### config.mk
export PLATFORM = sky130hd
export DESIGN_NAME = produce_response_stream_parser
export DESIGN_NICKNAME = d
export VERILOG_FILES = /design/src/rtl/psp_pkg.sv /design/src/rtl/psp_step.sv /design/src/rtl/psp_result_queue.sv /design/src/rtl/produce_response_stream_parser.sv
export SDC_FILE = /design/constraint.sdc
export NUM_CORES = 2
export LEC_CHECK = 0
export CAP_MARGIN = 5
export CORE_MARGIN = 2
export CORE_UTILIZATION = 30
export CTS_CLUSTER_DIAMETER = 60
export DETAILED_ROUTE_END_ITERATION = 16
export DONT_BUFFER_PORTS = 1
export PLACE_DENSITY = 0.42
export SYNTH_ARGS = -nofsm -noshare
export SYNTH_HDL_FRONTEND = slang
export SYNTH_SLANG_ARGS = --single-unit
### constraint.sdc
create_clock -name clk -period 38.7 [get_ports clk]
set_clock_uncertainty 0.05 [all_clocks]
set_input_delay 3.87 -clock clk [delete_from_list [all_inputs] [get_ports clk]]
set_output_delay 3.87 -clock clk [all_outputs]
set_load 0.005 [all_outputs]
### src/rtl/psp_pkg.sv
// Shared types, codes and helpers for the produce response stream parser.
// Used by every module in this folder; depends on nothing else.
`default_nettype none

package psp_pkg;

  typedef enum logic [3:0] {
    PH_SIZE   = 4'd0,
    PH_CORR   = 4'd1,
    PH_TCOUNT = 4'd2,
    PH_NLEN   = 4'd3,
    PH_NAME   = 4'd4,
    PH_PCOUNT = 4'd5,
    PH_PREC   = 4'd6,
    PH_TAIL   = 4'd7,
    PH_IDLE   = 4'd8
  } psp_phase_t;

  localparam logic [2:0] K_HEADER = 3'd0;
  localparam logic [2:0] K_NAMECH = 3'd1;
  localparam logic [2:0] K_TOPIC  = 3'd2;
  localparam logic [2:0] K_PART   = 3'd3;
  localparam logic [2:0] K_DONE   = 3'd4;
  localparam logic [2:0] K_ERROR  = 3'd5;

  localparam logic [2:0] S_OK    = 3'd0;
  localparam logic [2:0] S_SHORT = 3'd1;
  localparam logic [2:0] S_TRUNC = 3'd2;
  localparam logic [2:0] S_BADTC = 3'd3;
  localparam logic [2:0] S_BADNL = 3'd4;
  localparam logic [2:0] S_BADPC = 3'd5;

  localparam logic [3:0] FIELD4_BYTES = 4'd4;
  localparam logic [3:0] NLEN_BYTES   = 4'd2;
  localparam logic [3:0] REC_BYTES    = 4'd14;
  localparam logic [3:0] REC_HEAD_END = 4'd8;

  // A byte gives at most two results: one ordinary result followed by done or an error.
  localparam int MAX_RES      = 2;
  localparam int RES_CNT_W    = 2;
  localparam int QUEUE_ADDR_W = 2;

  typedef struct packed {
    logic [2:0]  kind;
    logic [2:0]  status;
    logic [30:0] topic_number;
    logic [14:0] name_length;
    logic [7:0]  name_char;
    logic [30:0] item_count;
    logic [30:0] partition_slot;
    logic [31:0] partition_id;
    logic [15:0] partition_status;
    logic [63:0] log_offset;
    logic [31:0] correlation_tag;
    logic        last_of_run;
  } psp_result_t;

  function automatic psp_result_t make_result(input logic [2:0] k, input logic [2:0] s);
    psp_result_t r;
    r = '0;
    r.kind = k;
    r.status = s;
    return r;
  endfunction

endpackage

`default_nettype wire

### src/rtl/psp_step.sv
// Parser state and the per-byte step logic that yields up to two results.
// Depends on psp_pkg.
`default_nettype none

module psp_step (
  input  wire logic                                 clk,
  input  wire logic                                 rst,
  input  wire logic                                 fire,
  input  wire logic [7:0]                           data_byte,
  input  wire logic                                 last_byte,
  output logic [psp_pkg::RES_CNT_W-1:0]             res_count,
  output psp_pkg::psp_result_t [psp_pkg::MAX_RES-1:0] results
);

  psp_pkg::psp_phase_t phase, phase_next;
  logic [31:0] bytes_seen, bytes_seen_next;
  logic [32:0] declared_total, declared_total_next;
  logic [63:0] field_shift, field_shift_next;
  logic [3:0]  field_bytes_left, field_bytes_left_next;
  logic [30:0] topics_total, topics_total_next;
  logic [30:0] topic_counter, topic_counter_next;
  logic [30:0] partitions_total, partitions_total_next;
  logic [30:0] partition_counter, partition_counter_next;
  logic [14:0] name_bytes_left, name_bytes_left_next;
  logic [31:0] saved_tag, saved_tag_next;
  logic [47:0] saved_fields, saved_fields_next;
  logic [14:0] topic_name_length, topic_name_length_next;

  logic [31:0] bytes_inc;
  logic [31:0] word32;
  logic [15:0] nlen_word;
  logic        nlen_null;
  logic [14:0] nlen_val;
  logic        seen_ge_total;
  logic        seen_lt_total;
  logic        nlen_over;
  logic        topic_over;
  logic        rec_over;
  logic        go_part;
  logic        go_topic;
  logic [3:0]  fbl_dec;
  logic [psp_pkg::RES_CNT_W-1:0] res_n;
  psp_pkg::psp_result_t [psp_pkg::MAX_RES-1:0] res_v;

  localparam logic [psp_pkg::RES_CNT_W-1:0] RES_ONE = psp_pkg::RES_CNT_W'(1);
  localparam logic [psp_pkg::RES_CNT_W-1:0] RES_TWO = psp_pkg::RES_CNT_W'(2);

  assign bytes_inc     = (bytes_seen == '1) ? bytes_seen : bytes_seen + 32'd1;
  assign word32        = {field_shift[23:0], data_byte};
  assign nlen_word     = {field_shift[7:0], data_byte};
  assign nlen_null     = (nlen_word == 16'hFFFF);
  assign nlen_val      = nlen_null ? 15'd0 : nlen_word[14:0];
  assign seen_ge_total = ({1'b0, bytes_inc} >= declared_total);
  assign seen_lt_total = !seen_ge_total;
  assign nlen_over     = ({2'b00, bytes_inc} + {19'd0, nlen_val} + 34'd4) >
                         {1'b0, declared_total};
  assign topic_over    = ({2'b00, bytes_inc} + 34'd2) > {1'b0, declared_total};
  assign rec_over      = ({2'b00, bytes_inc} + 34'd14) > {1'b0, declared_total};
  assign fbl_dec       = (field_bytes_left != 4'd0) ? field_bytes_left - 4'd1 : 4'd0;

  always_comb begin
    phase_next             = phase;
    bytes_seen_next        = bytes_seen;
    declared_total_next    = declared_total;
    field_shift_next       = field_shift;
    field_bytes_left_next  = field_bytes_left;
    topics_total_next      = topics_total;
    topic_counter_next     = topic_counter;
    partitions_total_next  = partitions_total;
    partition_counter_next = partition_counter;
    name_bytes_left_next   = name_bytes_left;
    saved_tag_next         = saved_tag;
    saved_fields_next      = saved_fields;
    topic_name_length_next = topic_name_length;
    res_n    = '0;
    res_v    = '0;
    go_part  = 1'b0;
    go_topic = 1'b0;

    if (phase != psp_pkg::PH_IDLE) begin
      bytes_seen_next = bytes_inc;
      if (last_byte && phase >= psp_pkg::PH_NLEN && seen_lt_total) begin
        res_v[res_n[0]] = psp_pkg::make_result(psp_pkg::K_ERROR, psp_pkg::S_TRUNC);
        res_n = res_n + RES_ONE;
        phase_next = psp_pkg::PH_IDLE;
      end else begin
        case (phase)
          psp_pkg::PH_SIZE, psp_pkg::PH_CORR, psp_pkg::PH_TCOUNT: begin
            field_shift_next = {32'd0, word32};
            field_bytes_left_next = fbl_dec;
            if (fbl_dec != 4'd0 || phase != psp_pkg::PH_TCOUNT) begin
              if (fbl_dec == 4'd0) begin
                if (phase == psp_pkg::PH_SIZE) begin
                  declared_total_next = {1'b0, word32} + 33'd4;
                  phase_next = psp_pkg::PH_CORR;
                end else begin
                  saved_tag_next = word32;
                  phase_next = psp_pkg::PH_TCOUNT;
                end
                field_bytes_left_next = psp_pkg::FIELD4_BYTES;
                field_shift_next = '0;
              end
              if (last_byte) begin
                res_v[res_n[0]] = psp_pkg::make_result(psp_pkg::K_ERROR, psp_pkg::S_SHORT);
                res_n = res_n + RES_ONE;
                phase_next = psp_pkg::PH_IDLE;
              end
            end else if (last_byte && seen_lt_total) begin
              res_v[res_n[0]] = psp_pkg::make_result(psp_pkg::K_ERROR, psp_pkg::S_TRUNC);
              res_n = res_n + RES_ONE;
              phase_next = psp_pkg::PH_IDLE;
            end else if (word32[31]) begin
              res_v[res_n[0]] = psp_pkg::make_result(psp_pkg::K_ERROR, psp_pkg::S_BADTC);
              res_n = res_n + RES_ONE;
              phase_next = psp_pkg::PH_IDLE;
            end else begin
              topics_total_next = word32[30:0];
              res_v[res_n[0]] = psp_pkg::make_result(psp_pkg::K_HEADER, psp_pkg::S_OK);
              res_v[res_n[0]].item_count = word32[30:0];
              res_v[res_n[0]].correlation_tag = saved_tag;
              res_n = res_n + RES_ONE;
              topic_counter_next = '0;
              go_topic = 1'b1;
            end
          end
          psp_pkg::PH_NLEN: begin
            field_shift_next = {48'd0, nlen_word};
            field_bytes_left_next = fbl_dec;
            if (fbl_dec == 4'd0) begin
              if (!nlen_null && nlen_word[15]) begin
                res_v[res_n[0]] = psp_pkg::make_result(psp_pkg::K_ERROR, psp_pkg::S_BADNL);
                res_n = res_n + RES_ONE;
                phase_next = psp_pkg::PH_IDLE;
              end else begin
                topic_name_length_next = nlen_val;
                if (nlen_over) begin
                  res_v[res_n[0]] = psp_pkg::make_result(psp_pkg::K_ERROR, psp_pkg::S_TRUNC);
                  res_n = res_n + RES_ONE;
                  phase_next = psp_pkg::PH_IDLE;
                end else begin
                  name_bytes_left_next = nlen_val;
                  if (nlen_val != 15'd0) begin
                    phase_next = psp_pkg::PH_NAME;
                  end else begin
                    phase_next = psp_pkg::PH_PCOUNT;
                    field_bytes_left_next = psp_pkg::FIELD4_BYTES;
                    field_shift_next = '0;
                  end
                end
              end
            end
          end
          psp_pkg::PH_NAME: begin
            res_v[res_n[0]] = psp_pkg::make_result(psp_pkg::K_NAMECH, psp_pkg::S_OK);
            res_v[res_n[0]].topic_number = topic_counter;
            res_v[res_n[0]].name_length = topic_name_length;
            res_v[res_n[0]].name_char = data_byte;
            res_n = res_n + RES_ONE;
            if (name_bytes_left <= 15'd1) begin
              name_bytes_left_next = '0;
              phase_next = psp_pkg::PH_PCOUNT;
              field_bytes_left_next = psp_pkg::FIELD4_BYTES;
              field_shift_next = '0;
            end else begin
              name_bytes_left_next = name_bytes_left - 15'd1;
            end
          end
          psp_pkg::PH_PCOUNT: begin
            field_shift_next = {32'd0, word32};
            field_bytes_left_next = fbl_dec;
            if (fbl_dec == 4'd0) begin
              if (word32[31]) begin
                res_v[res_n[0]] = psp_pkg::make_result(psp_pkg::K_ERROR, psp_pkg::S_BADPC);
                res_n = res_n + RES_ONE;
                phase_next = psp_pkg::PH_IDLE;
              end else begin
                partitions_total_next = word32[30:0];
                res_v[res_n[0]] = psp_pkg::make_result(psp_pkg::K_TOPIC, psp_pkg::S_OK);
                res_v[res_n[0]].topic_number = topic_counter;
                res_v[res_n[0]].name_length = topic_name_length;
                res_v[res_n[0]].item_count = word32[30:0];
                res_n = res_n + RES_ONE;
                partition_counter_next = '0;
                go_part = 1'b1;
              end
            end
          end
          psp_pkg::PH_PREC: begin
            if (field_bytes_left > psp_pkg::REC_HEAD_END) begin
              saved_fields_next = {saved_fields[39:0], data_byte};
            end else begin
              field_shift_next = {field_shift[55:0], data_byte};
            end
            field_bytes_left_next = fbl_dec;
            if (fbl_dec == 4'd0) begin
              res_v[res_n[0]] = psp_pkg::make_result(psp_pkg::K_PART, psp_pkg::S_OK);
              res_v[res_n[0]].topic_number = topic_counter;
              res_v[res_n[0]].partition_slot = partition_counter;
              res_v[res_n[0]].partition_id = saved_fields_next[47:16];
              res_v[res_n[0]].partition_status = saved_fields_next[15:0];
              res_v[res_n[0]].log_offset = field_shift_next;
              res_n = res_n + RES_ONE;
              partition_counter_next = partition_counter + 31'd1;
              go_part = 1'b1;
            end
          end
          psp_pkg::PH_TAIL: begin
            if (seen_ge_total) begin
              res_v[res_n[0]] = psp_pkg::make_result(psp_pkg::K_DONE, psp_pkg::S_OK);
              res_n = res_n + RES_ONE;
              phase_next = psp_pkg::PH_IDLE;
            end
          end
          default: begin
          end
        endcase

        if (go_part) begin
          if (partition_counter_next >= partitions_total_next) begin
            topic_counter_next = topic_counter_next + 31'd1;
            go_topic = 1'b1;
          end else if (rec_over) begin
            res_v[res_n[0]] = psp_pkg::make_result(psp_pkg::K_ERROR, psp_pkg::S_TRUNC);
            res_n = res_n + RES_ONE;
            phase_next = psp_pkg::PH_IDLE;
          end else begin
            phase_next = psp_pkg::PH_PREC;
            field_bytes_left_next = psp_pkg::REC_BYTES;
            field_shift_next = '0;
            saved_fields_next = '0;
          end
        end

        if (go_topic) begin
          if (topic_counter_next >= topics_total_next) begin
            if (seen_ge_total) begin
              res_v[res_n[0]] = psp_pkg::make_result(psp_pkg::K_DONE, psp_pkg::S_OK);
              res_n = res_n + RES_ONE;
              phase_next = psp_pkg::PH_IDLE;
            end else begin
              phase_next = psp_pkg::PH_TAIL;
            end
          end else if (topic_over) begin
            res_v[res_n[0]] = psp_pkg::make_result(psp_pkg::K_ERROR, psp_pkg::S_TRUNC);
            res_n = res_n + RES_ONE;
            phase_next = psp_pkg::PH_IDLE;
          end else begin
            phase_next = psp_pkg::PH_NLEN;
            field_bytes_left_next = psp_pkg::NLEN_BYTES;
            field_shift_next = '0;
          end
        end
      end

      if (last_byte && phase_next != psp_pkg::PH_IDLE) begin
        res_v[res_n[0]] = psp_pkg::make_result(psp_pkg::K_ERROR, psp_pkg::S_TRUNC);
        res_n = res_n + RES_ONE;
        phase_next = psp_pkg::PH_IDLE;
      end
    end

    if (last_byte) begin
      phase_next             = psp_pkg::PH_SIZE;
      bytes_seen_next        = '0;
      declared_total_next    = '0;
      field_shift_next       = '0;
      field_bytes_left_next  = psp_pkg::FIELD4_BYTES;
      topics_total_next      = '0;
      topic_counter_next     = '0;
      partitions_total_next  = '0;
      partition_counter_next = '0;
      name_bytes_left_next   = '0;
      saved_tag_next         = '0;
      saved_fields_next      = '0;
      topic_name_length_next = '0;
    end

    if (res_n == RES_TWO) begin
      res_v[1].last_of_run = 1'b1;
    end else if (res_n == RES_ONE) begin
      res_v[0].last_of_run = 1'b1;
    end
  end

  assign res_count = res_n;
  assign results   = res_v;

  always_ff @(posedge clk) begin
    if (rst) begin
      phase             <= psp_pkg::PH_SIZE;
      bytes_seen        <= '0;
      declared_total    <= '0;
      field_shift       <= '0;
      field_bytes_left  <= psp_pkg::FIELD4_BYTES;
      topics_total      <= '0;
      topic_counter     <= '0;
      partitions_total  <= '0;
      partition_counter <= '0;
      name_bytes_left   <= '0;
      saved_tag         <= '0;
      saved_fields      <= '0;
      topic_name_length <= '0;
    end else if (fire) begin
      phase             <= phase_next;
      bytes_seen        <= bytes_seen_next;
      declared_total    <= declared_total_next;
      field_shift       <= field_shift_next;
      field_bytes_left  <= field_bytes_left_next;
      topics_total      <= topics_total_next;
      topic_counter     <= topic_counter_next;
      partitions_total  <= partitions_total_next;
      partition_counter <= partition_counter_next;
      name_bytes_left   <= name_bytes_left_next;
      saved_tag         <= saved_tag_next;
      saved_fields      <= saved_fields_next;
      topic_name_length <= topic_name_length_next;
    end
  end

  // Done and error always close the run of results for a byte.
  a_final_result: assert property (@(posedge clk) disable iff (rst)
    (fire && res_count == RES_TWO) |->
      (results[0].kind != psp_pkg::K_ERROR && results[0].kind != psp_pkg::K_DONE))
    else $error("done or error result followed by another result");

  a_last_restarts: assert property (@(posedge clk) disable iff (rst)
    (fire && last_byte) |=> (phase == psp_pkg::PH_SIZE && bytes_seen == '0))
    else $error("parser did not restart after the final byte");

endmodule

`default_nettype wire

### src/rtl/psp_result_queue.sv
// Small result queue that takes up to two results per cycle and hands out one.
// Depends on psp_pkg.
`default_nettype none

module psp_result_queue #(
  parameter int ADDR_W = psp_pkg::QUEUE_ADDR_W
) (
  input  wire logic                                   clk,
  input  wire logic                                   rst,
  input  wire logic [psp_pkg::RES_CNT_W-1:0]          push_count,
  input  wire psp_pkg::psp_result_t [psp_pkg::MAX_RES-1:0] push_data,
  input  wire logic                                   pop,
  output psp_pkg::psp_result_t                        head,
  output logic                                        not_empty,
  output logic                                        room
);

  localparam int DEPTH = 1 << ADDR_W;
  localparam int CW    = ADDR_W + 1;

  psp_pkg::psp_result_t entries [DEPTH];
  logic [ADDR_W-1:0] wr_ptr, wr_ptr_next;
  logic [ADDR_W-1:0] rd_ptr;
  logic [CW-1:0]     count, count_next;
  logic [CW-1:0]     count_after_pop;

  assign count_after_pop = count - CW'(pop);
  assign count_next      = count_after_pop + CW'(push_count);
  assign wr_ptr_next     = wr_ptr + ADDR_W'(push_count);
  assign room            = (count_after_pop <= CW'(DEPTH - psp_pkg::MAX_RES));
  assign not_empty       = (count != '0);
  assign head            = entries[rd_ptr];

  always_ff @(posedge clk) begin
    for (int k = 0; k < psp_pkg::MAX_RES; k++) begin
      if (push_count > psp_pkg::RES_CNT_W'(k)) begin
        entries[wr_ptr + ADDR_W'(k)] <= push_data[k];
      end
    end
  end

  always_ff @(posedge clk) begin
    if (rst) begin
      wr_ptr <= '0;
      rd_ptr <= '0;
      count  <= '0;
    end else begin
      wr_ptr <= wr_ptr_next;
      count  <= count_next;
      if (pop) begin
        rd_ptr <= rd_ptr + ADDR_W'(1);
      end
    end
  end

  a_no_overfill: assert property (@(posedge clk) disable iff (rst)
    count <= CW'(DEPTH))
    else $error("result queue holds more entries than it has");

  a_full_no_push: assert property (@(posedge clk) disable iff (rst)
    (count == CW'(DEPTH) && !pop) |-> (push_count == '0))
    else $error("push into a full result queue");

  a_pop_nonempty: assert property (@(posedge clk) disable iff (rst)
    pop |-> not_empty)
    else $error("pop from an empty result queue");

endmodule

`default_nettype wire

### src/rtl/produce_response_stream_parser.sv
// Top level of the produce response stream parser: input register, step logic and result queue.
// Depends on psp_pkg, psp_step and psp_result_queue.
//
//   Channel  Direction  Handshake           Payload
//   in       to block   in_valid/in_stall   data_byte, last_byte
//   out      from block out_valid/out_stall kind, status, topic_number ... last_of_run
//
// One byte is taken per cycle unless stalled; its results enter the queue as the byte fires.
// Each byte yields zero, one or two results; output moves one result per cycle unless stalled,
// so bytes that give two results slow the input only once the queue fills.
// The input stalls when the queue cannot take two more results in the same cycle.
// Reset is synchronous; there is no clearing pass.
`default_nettype none

module produce_response_stream_parser #(
  parameter int QUEUE_ADDR_W = psp_pkg::QUEUE_ADDR_W
) (
  input  wire logic               clk,
  input  wire logic               rst,
  input  wire logic               in_valid,
  output logic                    in_stall,
  input  wire logic [7:0]         data_byte,
  input  wire logic               last_byte,
  output logic                    out_valid,
  input  wire logic               out_stall,
  output logic [2:0]              kind,
  output logic [2:0]              status,
  output logic [30:0]             topic_number,
  output logic [14:0]             name_length,
  output logic [7:0]              name_char,
  output logic [30:0]             item_count,
  output logic [30:0]             partition_slot,
  output logic signed [31:0]      partition_id,
  output logic signed [15:0]      partition_status,
  output logic signed [63:0]      log_offset,
  output logic signed [31:0]      correlation_tag,
  output logic                    last_of_run
);

  logic       in_reg_valid;
  logic [7:0] in_reg_byte;
  logic       in_reg_last;
  logic       fire;
  logic       accept;
  logic       pop;
  logic       room;
  logic [psp_pkg::RES_CNT_W-1:0] res_count;
  logic [psp_pkg::RES_CNT_W-1:0] push_count;
  psp_pkg::psp_result_t [psp_pkg::MAX_RES-1:0] results;
  psp_pkg::psp_result_t head;

  assign fire       = in_reg_valid && room;
  assign in_stall   = in_reg_valid && !room;
  assign accept     = in_valid && !in_stall;
  assign pop        = out_valid && !out_stall;
  assign push_count = fire ? res_count : '0;

  always_ff @(posedge clk) begin
    if (rst) begin
      in_reg_valid <= 1'b0;
    end else if (accept) begin
      in_reg_valid <= 1'b1;
    end else if (fire) begin
      in_reg_valid <= 1'b0;
    end
  end

  always_ff @(posedge clk) begin
    if (accept) begin
      in_reg_byte <= data_byte;
      in_reg_last <= last_byte;
    end
  end

  psp_step u_step (
    .clk       (clk),
    .rst       (rst),
    .fire      (fire),
    .data_byte (in_reg_byte),
    .last_byte (in_reg_last),
    .res_count (res_count),
    .results   (results)
  );

  psp_result_queue #(
    .ADDR_W (QUEUE_ADDR_W)
  ) u_queue (
    .clk        (clk),
    .rst        (rst),
    .push_count (push_count),
    .push_data  (results),
    .pop        (pop),
    .head       (head),
    .not_empty  (out_valid),
    .room       (room)
  );

  assign kind             = head.kind;
  assign status           = head.status;
  assign topic_number     = head.topic_number;
  assign name_length      = head.name_length;
  assign name_char        = head.name_char;
  assign item_count       = head.item_count;
  assign partition_slot   = head.partition_slot;
  assign partition_id     = head.partition_id;
  assign partition_status = head.partition_status;
  assign log_offset       = head.log_offset;
  assign correlation_tag  = head.correlation_tag;
  assign last_of_run      = head.last_of_run;

  a_held_byte: assert property (@(posedge clk) disable iff (rst)
    (in_reg_valid && !fire) |=>
      (in_reg_valid && $stable(in_reg_byte) && $stable(in_reg_last)))
    else $error("held input byte was lost or changed");

endmodule

`default_nettype wire

==> flow_summary.json <==
{
  "fin_crit_sh_pct": 38.6,
  "area_growth_pct": 12.3,
  "m1WireLength_um": 115000,
  "rsz0062_at_grt": "false",
  "cts_sinks": 1458,
  "synth_area_um2": 72900,
  "drive_gt1_share_pct": 11.2,
  "antenna_left": 0,
  "root_buffer": "clkbuf_16",
  "fin_crit_ns": 14.95,
  "cp-end-kind": "register",
  "yosys.cell_types.count": 109,
  "die_h_um": 497,
  "synth.most_common_cell": "nor2_1",
  "cts_max_level": 4,
  "hold_ws_ns": 0.403,
  "grt_max_degree": 382,
  "synth_async_sr_flop_share_pct": 0,
  "drv_slew": 259,
  "io_pins": 282,
  "drt_wl_total_um": 261000,
  "grt_pass1_wl_um": 381000,
  "path_buf_inv": 6,
  "fill_cells": 24300,
  "worst_path_max_delay_cell": "o311ai_1",
  "slew_headroom_pct": -56.6,
  "cts_resized": 0,
  "hold_depth": 2,
  "worstMarginPinSlew_ns": 2.35,
  "drt_pass1_iterations": 6,
  "total_power_uw": 4470,
  "min_to": "u_step.topic_name_length[8]",
  "postCtsSetupRepairBufs": 0,
  "power_density_nw_per_um2": 54.6,
  "wire_per_inst_um": 26.2,
  "cts_buffer_depth": 3,
  "synth_seq_cells": 1458,
  "r2r_slack_ns": 23.75,
  "yosysWarnings": 0,
  "setup_tns_ns": 0,
  "core-area_um2": 241000,
  "leakage_uw": 0.0304,
  "die_area_um2": 247000,
  "violations": "max-slew violations",
  "top_layer": "met5",
  "syn_inst": 6817,
  "r2r-start": "u_step.bytes_seen[10]",
  "clk_pin_slew_ns": 0.06,
  "hold_viol_final": 0,
  "path_delay_family": "simple AND/OR/NAND/NOR gates",
  "clkLatencyLatePin_ns": 0.84,
  "yosys.area.top_type": "edfxtp_1",
  "cts_tree": "done",
  "worst_r2r_endpoint": "u_queue.entries[2][23]",
  "start_kind": "register",
  "grt_pass1_vias": 52200,
  "wl_met2_um": 124000,
  "cp_max_fo": 58,
  "slowest_delay_ns": 1.01,
  "vdd_drop_max_mv": 0.0462,
  "dr_wl_met3_um": 15600,
  "critPathArrivalTime_ns": 15.35,
  "setup_viol": 0,
  "cap_violations": 0,
  "multiInputGateArea_um2": 30600,
  "synthFlopType": "edfxtp_1",
  "hold_path_startpoint": "u_step.topic_name_length[8]",
  "drtIter0Drc": 4666,
  "path_common_cell": "buf_4",
  "antenna_found_initial": 13,
  "synth_common_cells": "nor2_1 (1,615), edfxtp_1 (1,077), nand2_1 (817), dfxtp_1 (381), a21oi_1 (311)",
  "max_freq_mhz": 66.9,
  "synth_top_area_share_pct": 44.4,
  "register_area_um2": 40000,
  "num_rows": 180,
  "dr_total_vias": 53000,
  "die_x_um": 497,
  "port_buffers": 0,
  "grtUsageTotal_pct": 20.6,
  "gp_congestion": 0.867,
  "synthTopCellsByArea": "edfxtp_1 (44%), dfxtp_1 (10%), nor2_1 (8.3%), mux4_2 (8.3%), nand2_1 (4.2%)",
  "hpwl_um": 165000,
  "cts_hold_buf": 0,
  "synth_edf_count": 1077,
  "postSynthNetCount": 7051,
  "reg2regPathDepth": 39,
  "start_util_pct": 30.2,
  "crit_type": "register to register",
  "synth-seq-area-share_pct": 54.8,
  "cp.required_ns": 39.10,
  "grt-ovfl-total": 0,
  "min_path_type": "register to register",
  "drc": 0,
  "syn_area_per_cell_um2": 10.7,
  "numCtsBuffers": 177,
  "status": "complete, but fails checks",
  "via_per_inst": 5.30,
  "num-nets-final": 6885
}
## metal layers
metal / GRT usage [%] / vias up
met3: 3.80 / 307
met2: 33.9 / 1473
met5: 0 / -
met1: 27.8 / 27100
met4: 5.80 / 6
li1: - / 24100
## layout by cell type, fill, tap and decap left out, types with 27 or more instances in the layout
master / instances
xnor2_1: 154
and2_1: 31
nor3b_1: 41
a21o_1: 32
nand4_1: 61
nand2_1: 815
mux4_2: 267
a22oi_1: 207
nand3_1: 125
clkinv_2: 31
and3_1: 90
xor2_1: 55
nor4_1: 29
clkbuf_1: 49
mux2i_1: 62
dfxtp_1: 379
buf_4: 124
nor3_1: 103
clkbuf_16: 181
inv_1: 116
clkinv_1: 27
o21ai_0: 144
nor2_1: 1612
a31oi_1: 38
ha_1: 219
a21oi_1: 309
or3_1: 33
edfxtp_1: 1077
## state kept, by name, summed over array words and instances (netlist names), 3 cells and up, named ones only
| signal | count |
|---|---|
| u_step.saved_fields | 48 |
| u_step.field_bytes_left | 4 |
| u_queue.entries | 1068 |
| u_step.bytes_seen | 32 |
| u_step.name_bytes_left | 15 |
| u_step.topics_total | 31 |
| u_step.topic_counter | 31 |
| u_step.field_shift | 64 |
| u_step.saved_tag | 32 |
| u_step.phase | 4 |
| u_step.partitions_total | 31 |
| u_queue.count | 3 |
| in_reg_byte | 8 |
| u_step.declared_total | 33 |
| u_step.topic_name_length | 15 |
| u_step.partition_counter | 31 |
## logic make-up after synthesis
group | count (synthesis) | share of synthesized area (%)
AO/OA/AOI/OAI | 930 | 8.21
multiplexers | 337 | 9.22
XOR/XNOR | 212 | 2.60
adder cells (fa/ha/maj) | 221 | 3.81
flip-flops | 1458 | 54.8
buffers and inverters | 601 | 3.43
AND/OR/NAND/NOR | 3058 | 17.9
## layout make-up
class | instances | share of cell area [%]
Sequential cell | 1458 | 48.8
Multi-Input combinational cell | 4758 | 37.4
Clock buffer | 248 | 6.06
Tap cell | 3185 | 4.87
Timing Repair Buffer | 131 | 1.31
Clock inverter | 82 | 0.922
Inverter | 125 | 0.573
Antenna cell | 3 | 0.00917
## worst max-delay path by stage
stage	start	endpoint	slack [ns]	cells past startpoint
after detailed placement	u_step.bytes_seen[10]	u_queue.entries[2][34]	23.68	40
after global placement	u_step.bytes_seen[10]	u_queue.entries[2][34]	23.83	39
after global routing	u_step.bytes_seen[0]	u_queue.entries[2][23]	22.67	40
after floorplan	u_step.bytes_seen[0]	u_queue.entries[3][0]	9.80	39
final	u_step.bytes_seen[10]	u_queue.entries[2][23]	23.75	39
after CTS	u_step.bytes_seen[10]	u_queue.entries[2][103]	23.66	40
## report_power, final
group,switching [µW],internal (µW)
clock network,691,951
logic,660,308
registers,45.7,1820
total,1400,3080
## worst reg2reg max path, delay by kind of cell (launching register included)
family                     cells  cell delay, ns
adders and majority gates      3            0.79
and+or+nand+nor               14            4.64
xor gates and xnor gates       3            1.18
AOI/OAI and AO/OA             12            3.75
muxes                          1            0.43
buffers and inverters          6            3.20
DFF                            1            0.51
## metrics by stage
| step | util, % | setup WS [ns] | cell area, µm² | std cells |
|---|---|---|---|---|
| floorplan | - | 9.80 | 72900 | 6817 |
| global placement | 31.6 | 23.83 | 76100 | 9657 |
| detailed placement | 31.6 | 23.68 | 76100 | 9657 |
| CTS | 34.0 | 23.66 | 81800 | 9987 |
| global route | 34.0 | 22.67 | 81800 | 9988 |
| finish | 34.0 | 23.75 | 81900 | 9990 |
Power figures use the tool's default switching activity.
